--- config.mk ---
export PLATFORM = sky130hd
export DESIGN_NAME = vps_ctrl
export DESIGN_NICKNAME = d
export VERILOG_FILES = /design/src/hdl/vps_pkg.sv /design/src/hdl/vps_ctrl.sv
export SDC_FILE = /design/constraint.sdc
export NUM_CORES = 1
export LEC_CHECK = 0
export BUFFER_PORTS_ARGS = -buffer_cell sky130_fd_sc_hd__buf_2
export CORE_MARGIN = 3
export CORE_UTILIZATION = 45
export DETAILED_ROUTE_END_ITERATION = 10
export PLACE_DENSITY = 0.74
export SLEW_MARGIN = 20
export SYNTH_ARGS = -nofsm -noshare
export SYNTH_HDL_FRONTEND = slang
export SYNTH_SLANG_ARGS = --single-unit
--- constraint.sdc ---
create_clock -name clk -period 3.8 [get_ports clk]
set_input_delay 0.57 -clock clk [delete_from_list [all_inputs] [get_ports clk]]
set_output_delay 0.57 -clock clk [all_outputs]
set_load 0.01 [all_outputs]
--- src/hdl/vps_pkg.sv ---
`timescale 1ns / 1ps
`default_nettype none

package vps_pkg;

  localparam int GRID_REG_BITS = 7;
  localparam int CFG_IDX_BITS  = 3;
  localparam int CFG_DATA_BITS = 32;
  localparam int GRID_MIN      = 3;

  localparam logic [CFG_IDX_BITS-1:0] CFG_GRID_WIDTH  = 3'd0;
  localparam logic [CFG_IDX_BITS-1:0] CFG_GRID_HEIGHT = 3'd1;
  localparam logic [CFG_IDX_BITS-1:0] CFG_COEF_ADV_X  = 3'd2;
  localparam logic [CFG_IDX_BITS-1:0] CFG_COEF_ADV_Y  = 3'd3;
  localparam logic [CFG_IDX_BITS-1:0] CFG_COEF_DIFF_X = 3'd4;
  localparam logic [CFG_IDX_BITS-1:0] CFG_COEF_DIFF_Y = 3'd5;

  localparam logic [GRID_REG_BITS-1:0] GRID_WIDTH_RST  = 7'd11;
  localparam logic [GRID_REG_BITS-1:0] GRID_HEIGHT_RST = 7'd11;
  localparam logic [31:0] COEF_ADV_RST  = 32'd21474836;
  localparam logic [31:0] COEF_DIFF_RST = 32'd42949673;

  // One product per step; TX/TY produce the coefficient term for AX/AY.
  typedef enum logic [2:0] {
    STEP_FX,
    STEP_FY,
    STEP_TX,
    STEP_AX,
    STEP_TY,
    STEP_AY
  } step_t;

  typedef enum logic [1:0] {
    OSRC_WIN,
    OSRC_ROW1,
    OSRC_ROW2,
    OSRC_PRED
  } osrc_t;

  typedef struct packed {
    logic  capture;
    logic  shift;
    logic  acc_init;
    logic  mul_lo;
    logic  mul_hi;
    logic  mul_fin;
    logic  res_store;
    logic  out_load;
    logic  last;
    logic  comp_v;
    step_t step;
    osrc_t osrc;
  } dp_cmd_t;

endpackage

`default_nettype wire

--- src/hdl/vps_ctrl.sv ---
`timescale 1ns / 1ps
`default_nettype none

module vps_ctrl #(
  parameter int MAX_WIDTH  = 64,
  parameter int MAX_HEIGHT = 64
) (
  input  wire logic                              clk,
  input  wire logic                              rst_n,
  input  wire logic                              in_valid,
  input  wire logic                              in_flush,
  output logic                                   in_ready,
  output logic                                   out_valid_r,
  input  wire logic                              out_ready,
  input  wire logic                              grid_reset,
  input  wire logic [$clog2(MAX_WIDTH+1)-1:0]    w_eff,
  input  wire logic [$clog2(MAX_HEIGHT+1)-1:0]   h_eff,
  output logic                                   mem_we,
  output logic                                   mem_rd,
  output logic [$clog2(MAX_WIDTH)-1:0]           mem_addr,
  output vps_pkg::dp_cmd_t                       cmd
);

  localparam int CW  = $clog2(MAX_WIDTH + 1);
  localparam int RW  = $clog2(MAX_HEIGHT + 1);
  localparam int AIW = $clog2(MAX_WIDTH);

  typedef enum logic [2:0] {
    S_IDLE,
    S_SHIFT,
    S_INIT,
    S_LO,
    S_HI,
    S_FIN,
    S_STORE,
    S_OUT
  } state_t;

  state_t               state_r, state_nxt;
  logic [AIW-1:0]       col_r, col_nxt;
  logic [RW-1:0]        row_r, row_nxt;
  logic [AIW-1:0]       ec_r, ec_nxt;
  logic [RW-1:0]        er_r, er_nxt;
  vps_pkg::step_t       step_r, step_nxt;
  vps_pkg::osrc_t       osrc_r, osrc_nxt;
  logic                 comp_r, comp_nxt;
  logic                 out_valid_nxt;

  logic accept, grid_open, data_item, drain_item;
  logic primed, boundary, last, er_last_row, can_load;

  always_comb begin
    state_nxt     = state_r;
    col_nxt       = col_r;
    row_nxt       = row_r;
    ec_nxt        = ec_r;
    er_nxt        = er_r;
    step_nxt      = step_r;
    osrc_nxt      = osrc_r;
    comp_nxt      = comp_r;
    out_valid_nxt = out_valid_r;

    in_ready    = (state_r == S_IDLE);
    accept      = in_valid && in_ready;
    grid_open   = (row_r < h_eff);
    data_item   = accept && !in_flush && grid_open;
    drain_item  = accept && !grid_open;
    er_last_row = (er_r >= h_eff - RW'(1));
    primed      = (row_r >= RW'(2)) || ((row_r == RW'(1)) && (col_r != '0));
    boundary    = (er_r == '0) || er_last_row || (ec_r == '0) ||
                  (CW'(ec_r) == w_eff - CW'(1));
    last        = er_last_row && (CW'(ec_r) == w_eff - CW'(1));
    can_load    = !out_valid_r || out_ready;

    mem_rd   = data_item || drain_item;
    mem_we   = 1'b0;
    mem_addr = (state_r == S_IDLE && !grid_open) ? ec_r : col_r;

    cmd           = '0;
    cmd.capture   = accept;
    cmd.step      = step_r;
    cmd.comp_v    = comp_r;
    cmd.osrc      = osrc_r;
    cmd.last      = last;

    if (out_valid_r && out_ready) begin
      out_valid_nxt = 1'b0;
    end

    case (state_r)
      S_IDLE: begin
        if (data_item) begin
          state_nxt = S_SHIFT;
        end else if (drain_item) begin
          osrc_nxt  = er_last_row ? vps_pkg::OSRC_ROW2 : vps_pkg::OSRC_ROW1;
          state_nxt = S_OUT;
        end
      end
      S_SHIFT: begin
        cmd.shift = 1'b1;
        mem_we    = 1'b1;
        if (CW'(col_r) + CW'(1) >= w_eff) begin
          col_nxt = '0;
          row_nxt = row_r + RW'(1);
        end else begin
          col_nxt = col_r + AIW'(1);
        end
        if (!primed) begin
          state_nxt = S_IDLE;
        end else if (boundary) begin
          osrc_nxt  = vps_pkg::OSRC_WIN;
          state_nxt = S_OUT;
        end else begin
          comp_nxt  = 1'b0;
          state_nxt = S_INIT;
        end
      end
      S_INIT: begin
        cmd.acc_init = 1'b1;
        step_nxt     = vps_pkg::STEP_FX;
        state_nxt    = S_LO;
      end
      S_LO: begin
        cmd.mul_lo = 1'b1;
        state_nxt  = S_HI;
      end
      S_HI: begin
        cmd.mul_hi = 1'b1;
        state_nxt  = S_FIN;
      end
      S_FIN: begin
        cmd.mul_fin = 1'b1;
        state_nxt   = S_LO;
        case (step_r)
          vps_pkg::STEP_FX: step_nxt = vps_pkg::STEP_FY;
          vps_pkg::STEP_FY: step_nxt = vps_pkg::STEP_TX;
          vps_pkg::STEP_TX: step_nxt = vps_pkg::STEP_AX;
          vps_pkg::STEP_AX: step_nxt = vps_pkg::STEP_TY;
          vps_pkg::STEP_TY: step_nxt = vps_pkg::STEP_AY;
          default:          state_nxt = S_STORE;
        endcase
      end
      S_STORE: begin
        cmd.res_store = 1'b1;
        if (!comp_r) begin
          comp_nxt  = 1'b1;
          state_nxt = S_INIT;
        end else begin
          osrc_nxt  = vps_pkg::OSRC_PRED;
          state_nxt = S_OUT;
        end
      end
      S_OUT: begin
        if (can_load) begin
          cmd.out_load  = 1'b1;
          out_valid_nxt = 1'b1;
          state_nxt     = S_IDLE;
          if (last) begin
            col_nxt = '0;
            row_nxt = '0;
            ec_nxt  = '0;
            er_nxt  = '0;
          end else if (CW'(ec_r) == w_eff - CW'(1)) begin
            ec_nxt = '0;
            er_nxt = er_r + RW'(1);
          end else begin
            ec_nxt = ec_r + AIW'(1);
          end
        end
      end
      default: begin
        state_nxt = S_IDLE;
      end
    endcase

    // grid size rewritten: abandon the grid in progress
    if (grid_reset) begin
      col_nxt = '0;
      row_nxt = '0;
      ec_nxt  = '0;
      er_nxt  = '0;
    end
  end

  always_ff @(posedge clk) begin
    if (!rst_n) begin
      state_r     <= S_IDLE;
      col_r       <= '0;
      row_r       <= '0;
      ec_r        <= '0;
      er_r        <= '0;
      step_r      <= vps_pkg::STEP_FX;
      osrc_r      <= vps_pkg::OSRC_WIN;
      comp_r      <= 1'b0;
      out_valid_r <= 1'b0;
    end else begin
      state_r     <= state_nxt;
      col_r       <= col_nxt;
      row_r       <= row_nxt;
      ec_r        <= ec_nxt;
      er_r        <= er_nxt;
      step_r      <= step_nxt;
      osrc_r      <= osrc_nxt;
      comp_r      <= comp_nxt;
      out_valid_r <= out_valid_nxt;
    end
  end

endmodule

`default_nettype wire

Yosys cells after proc, flatten, opt, wreduce, memory -nomap -nowiden:

Cells that the tools add are included.
W data, S select, Z words.

* memory bits (writable): 0
* memories kept: 0
* word-level logic and storage cells: 126
* input bits: 20
* bits in latches: 0
* output and inout port bits: 25
* bits in read-only memories: 0
* bits in registers: 36

* shifts and indexed selects: 0
* order comparisons: 4
* equality and inequality tests: 24
* muxes and demuxes: 44
* reductions and logical operators: 37
* add/sub/neg operators: 7
* bitwise logic cells: 1
* multipliers: 0
* div/mod/pow operators: 0

Operator list (count)
* $mux W6: 6
* $mux W7: 5
* $pmux W3 S8: 1
* $mux W3: 7
* $ne A2 B2 Y1 const B: 8
* $eq A3 B3 Y1 const B: 5
* $pmux W3 S5: 1
* $add A7 B1 Y7 const B: 2
* $ge A7 B7 Y1: 2
* $pmux W7 S2: 1
* $sub A7 B1 Y7 const B: 2
* $mux W1: 13
* $add A6 B1 Y6 const B: 2
* $eq A3 B2 Y1 const B: 4
* $mux W2: 6
* $pmux W6 S2: 1
* $reduce_and A3 Y1: 3
* $logic_and A1 B1 Y1: 8
* $reduce_bool A2 Y1: 4
* $add A6 B1 Y7 const B: 1
* $eq A6 B7 Y1: 1
* $eq A7 B1 Y1 const B: 1
* $ge A7 B2 Y1 const B: 1
* $logic_not A7 Y1: 1
* 20 further kinds: 31

Longest topological paths before layout:

* word-level depth: 8
* gate-level depth with buffers: 13
* depth with buffers taken out: 13

Least setup slack after synthesis:

OpenSTA, ideal clock, no wires.

* kind: in2reg
* start: input port h_eff[0]
* end: register row_r[6]
* setup slack: 656 ps
* library setup time: 70 ps
* arrival time: 3075 ps
* data required time: 3730 ps
* stages on the path: 13
* cells stage by stage: inv_1 ha_1 nand3_1 nor3_1 xnor2_1 ha_1 nand4_1 and3_1 o21a_1 a2111oi_4 o2111ai_2 or3_1 a21oi_1

* cells in the longest elaborated chain, start to end: 5

Ends and longest elaborated chain
* from (decl): line vps_ctrl.sv:17 `input wire logic [$clog2(MAX_HEIGHT+1)-1:0] h_eff,`
* $sub A7 B1 Y7: line vps_ctrl.sv:68 `er_last_row = (er_r >= h_eff - RW'(1));`
* $ge A7 B7 Y1: line vps_ctrl.sv:68
* $logic_and A1 B1 Y1: line vps_ctrl.sv:72 `last = er_last_row && (CW'(ec_r) == w_eff - CW'(1));`
* $ne A2 B2 Y1 (no line)
* $reduce_and A4 Y1 (no line)
* to (signal assigned): line vps_ctrl.sv:199 `row_r <= row_nxt;`
* to (decl): line vps_ctrl.sv:41 `logic [RW-1:0] row_r, row_nxt;`

No other way between the ends.
A chain may end at the register's enable or synchronous reset.

==> reports/qor.txt <==
Total gr overflow - 0
Worst Hold Class - reg2reg
Post-synthesis instance total - 374
Status - completed
DRC viols - 0
Pwr dens - 309.9 nW/µm²
CTS tree - built
CTS Root Buffer Type - clkbuf_8
Die width - 87.02 µm
Cell row count - 28
Setup Viol. Count Final - 0
Hpwl dp - 5408 µm
Ys Warns - 0
Slew Viols, Final - 0
IO Pins - 45
RSZ-0062 raised after global routing - false
Clock sink count - 36
Total design power - 1016 µW
Via/cell ratio - 5.669
Initial Util - 48.18%
Seq/Total Area, Yosys - 24.40%
Post-DR wirelength/cell - 14.40 µm
Worst-path fanout max - 7
Post-route clock skew - 0.008121 ns
Worst setup EP type - primary output
Worst-Margin Slew - 0.9413 ns
Initial antenna violation count - 0
Synth area leader - dfxtp_1
Clock Latency Late Sink - 0.30 ns
Layout cell share with drive strength beyond 1 - 19.22%
Post-CTS sizing - 0
#FFs+latches synth - 36
FF-to-FF Start - col_r[2]$_SDFFE_PP0P_
Syn Nets - 425
Setup crit start - w_eff[0]
Post-Route Setup TNS - 0 ns
Die area - 7572 µm²
Port bufs - 44
Crit path arrival time - 2.67 ns
Synthesis-to-layout area growth - 11.01%
Core area - 6131 µm²
Die Y - 87.02 µm
# fillers - 591
Placed insts - 479
Drt total wl - 6997 µm
Fin. Hold Viols - 0
CP startpoint kind - input port
Antenna-violating nets left - 0
Final worst slack - 0.5554 ns
Leakage - 0.001487 µW
CTS hold repair buffers - 0
Critical Path RT - 3.23 ns
Minimum clock period - 3.245 ns
First-pass GRT wire length - 11950 µm
Top post-synthesis cells by area - dfxtp_1 (24%), ha_1 (13%), a21oi_1 (4.2%), xor2_1 (4.2%), nand3_1 (4.1%)
Max-cap violations - 0
GP Congestion - 0.8675
Num CTS Buffers - 5
Hold_sp - osrc_r[0]$_SDFFE_PN0P_
Post-synth top area share - 24.40%
Setup bufs post-CTS - 0
Iter 0 DRT Violations - 152
Final Non-Filler Cells - 486
CTS clk-pin slew, worst paths - 0.08 ns
# diodes - 0
Slew HR - 37.01%
GRT Total Usage - 19.49%
Netlist Area Pre-Place - 2954 µm²
Nets@finish - 462
H-tree Lvls - 2
Worst setup path class - in2out
Pin count of the biggest net entering global routing - 14
Max clock buf depth - 2
Highest Clock Rate - 0.3082 GHz
Place WS - 0.2797 ns
Area of the multi-input gates - 2036 µm²
Post-synth cell types - 58
Via count - 2755
Fin crit share - 85.39%
Vias in the first global route - 2534
Syn avg cell area - 7.899 µm²
VDD IR-drop max - 0.1818 mV
Sequential Area - 720.7 µm²
Drt pass-1 iters - 4
[layout by cell type, fill, tap and decap left out, drive strengths merged, types with 2 or more instances in the layout]
cell and count:
buf 46, nor3 12, a31oi 5, or2 2
o2111ai 2, or3b 2, o21a 3, nor2 27
a2111oi 3, or3 5, a21o 5, a21boi 5
a211oi 4, nand4 5, nand2 33, xor2 14
inv 31, nor2b 4, nand2b 7, clkbuf 6
and3 6, mux2 4, a21oi 26, mux2i 3
dfxtp 36, o22ai 2, nor4 4, o211ai 5
o21ai 21, xnor2 12, nand3b 5, ha 31
nand3 24
[routing by layer]
metal	GRT usage [%]	wire length (µm)	vias to the layer above
met4	5.666	91	0
met3	3.500	342	9
met5	0	0	-
li1	-	-	1386
met2	30.92	3319	73
met1	26.92	3243	1287
[stage by stage]
stage	area [µm²]	utilization [%]	hold slack, ns
2_1_floorplan	2954	-	0.4577
3_3_place_gp	3197	52.14	0.4492
3_5_place_dp	3197	52.14	0.4536
4_1_cts	3274	53.41	0.4645
5_1_grt	3279	53.49	0.4928
6_report	3279	53.49	0.4648
[logic make-up after synthesis]
logic type / count (synthesis) / synth area share [%]
flops: 36 / 24.40
fa+ha+maj: 31 / 13.13
simple gates: 141 / 24.91
xor+xnor: 26 / 7.709
buf+inv: 47 / 7.031
compound gates: 86 / 20.29
mux: 7 / 2.541
[worst max-delay path, cell delays in order]
cell and delay, ns:
buf_2 0.16, inv_1 0.06, ha_1 0.28, o21bai_1 0.20, a2111oi_2 0.40, a31oi_2 0.13, a2111oi_2 0.50, and2_2 0.24
buf_2 0.13
[state kept, by name, summed over array words and instances (netlist names)]
| register | cells |
|---|---|
| er_r | 7 |
| ec_r | 6 |
| col_r | 6 |
| row_r | 7 |
| out_valid_r | 1 |
| step_r | 3 |
| comp_r | 1 |
| state_r | 3 |
| osrc_r | 2 |
[power by group]
group	switching [µW]	total, µW	internal, µW	leakage, µW
Clock	136	261	125	0.0000410
Combinational	197	317	120	0.00116
Sequential	43.0	438	395	0.000291
Total	376	1020	640	0.00149
[synth_stat cells, drive strengths merged]
cell     instances
a21boi           5
a211oi           4
inv             31
a32o             1
nand2           33
or3              5
nand2b           7
xor2            14
a31oi            5
o21ai           21
nor2b            4
nor3            12
ha              31
and2             1
o22ai            2
clkbuf           8
nand4            5
o21ba            1
o21bai           1
or4b             1
nand4b           1
o21a             3
nor4             4
o2111ai          2
and3b            1
o41ai            1
dfxtp           36
and2b            1
nand3           24
or3b             2
a2111oi          3
o211ai           5
a21oi           26
mux2i            3
nor2            27
xnor2           12
a21o             5
or2              2
o31ai            1
buf              8
nand3b           5
mux2             4
and3             6
[worst paths after layout]
kind / endpoint / slack (ns) / cells past startpoint
setup / recovery: cmd[6] / 0.56 / 9
hold / removal: osrc_r[0]$_SDFFE_PN0P_ / 0.46 / 2
setup reg to reg: row_r[5]$_SDFFE_PP0P_ / 1.09 / 9
hold reg to reg: osrc_r[0]$_SDFFE_PN0P_ / 0.46 / 2
[area by class of cell]
type / count / share of cell area (%)
multi-input combinational: 291 / 62.08
tap: 75 / 2.861
clock buffer: 6 / 2.213
clock inverter: 1 / 0.1526
timing repair buffer: 46 / 7.173
sequential: 36 / 21.98
inverter: 31 / 3.548
No activity file was read; power rests on OpenSTA's default activity.
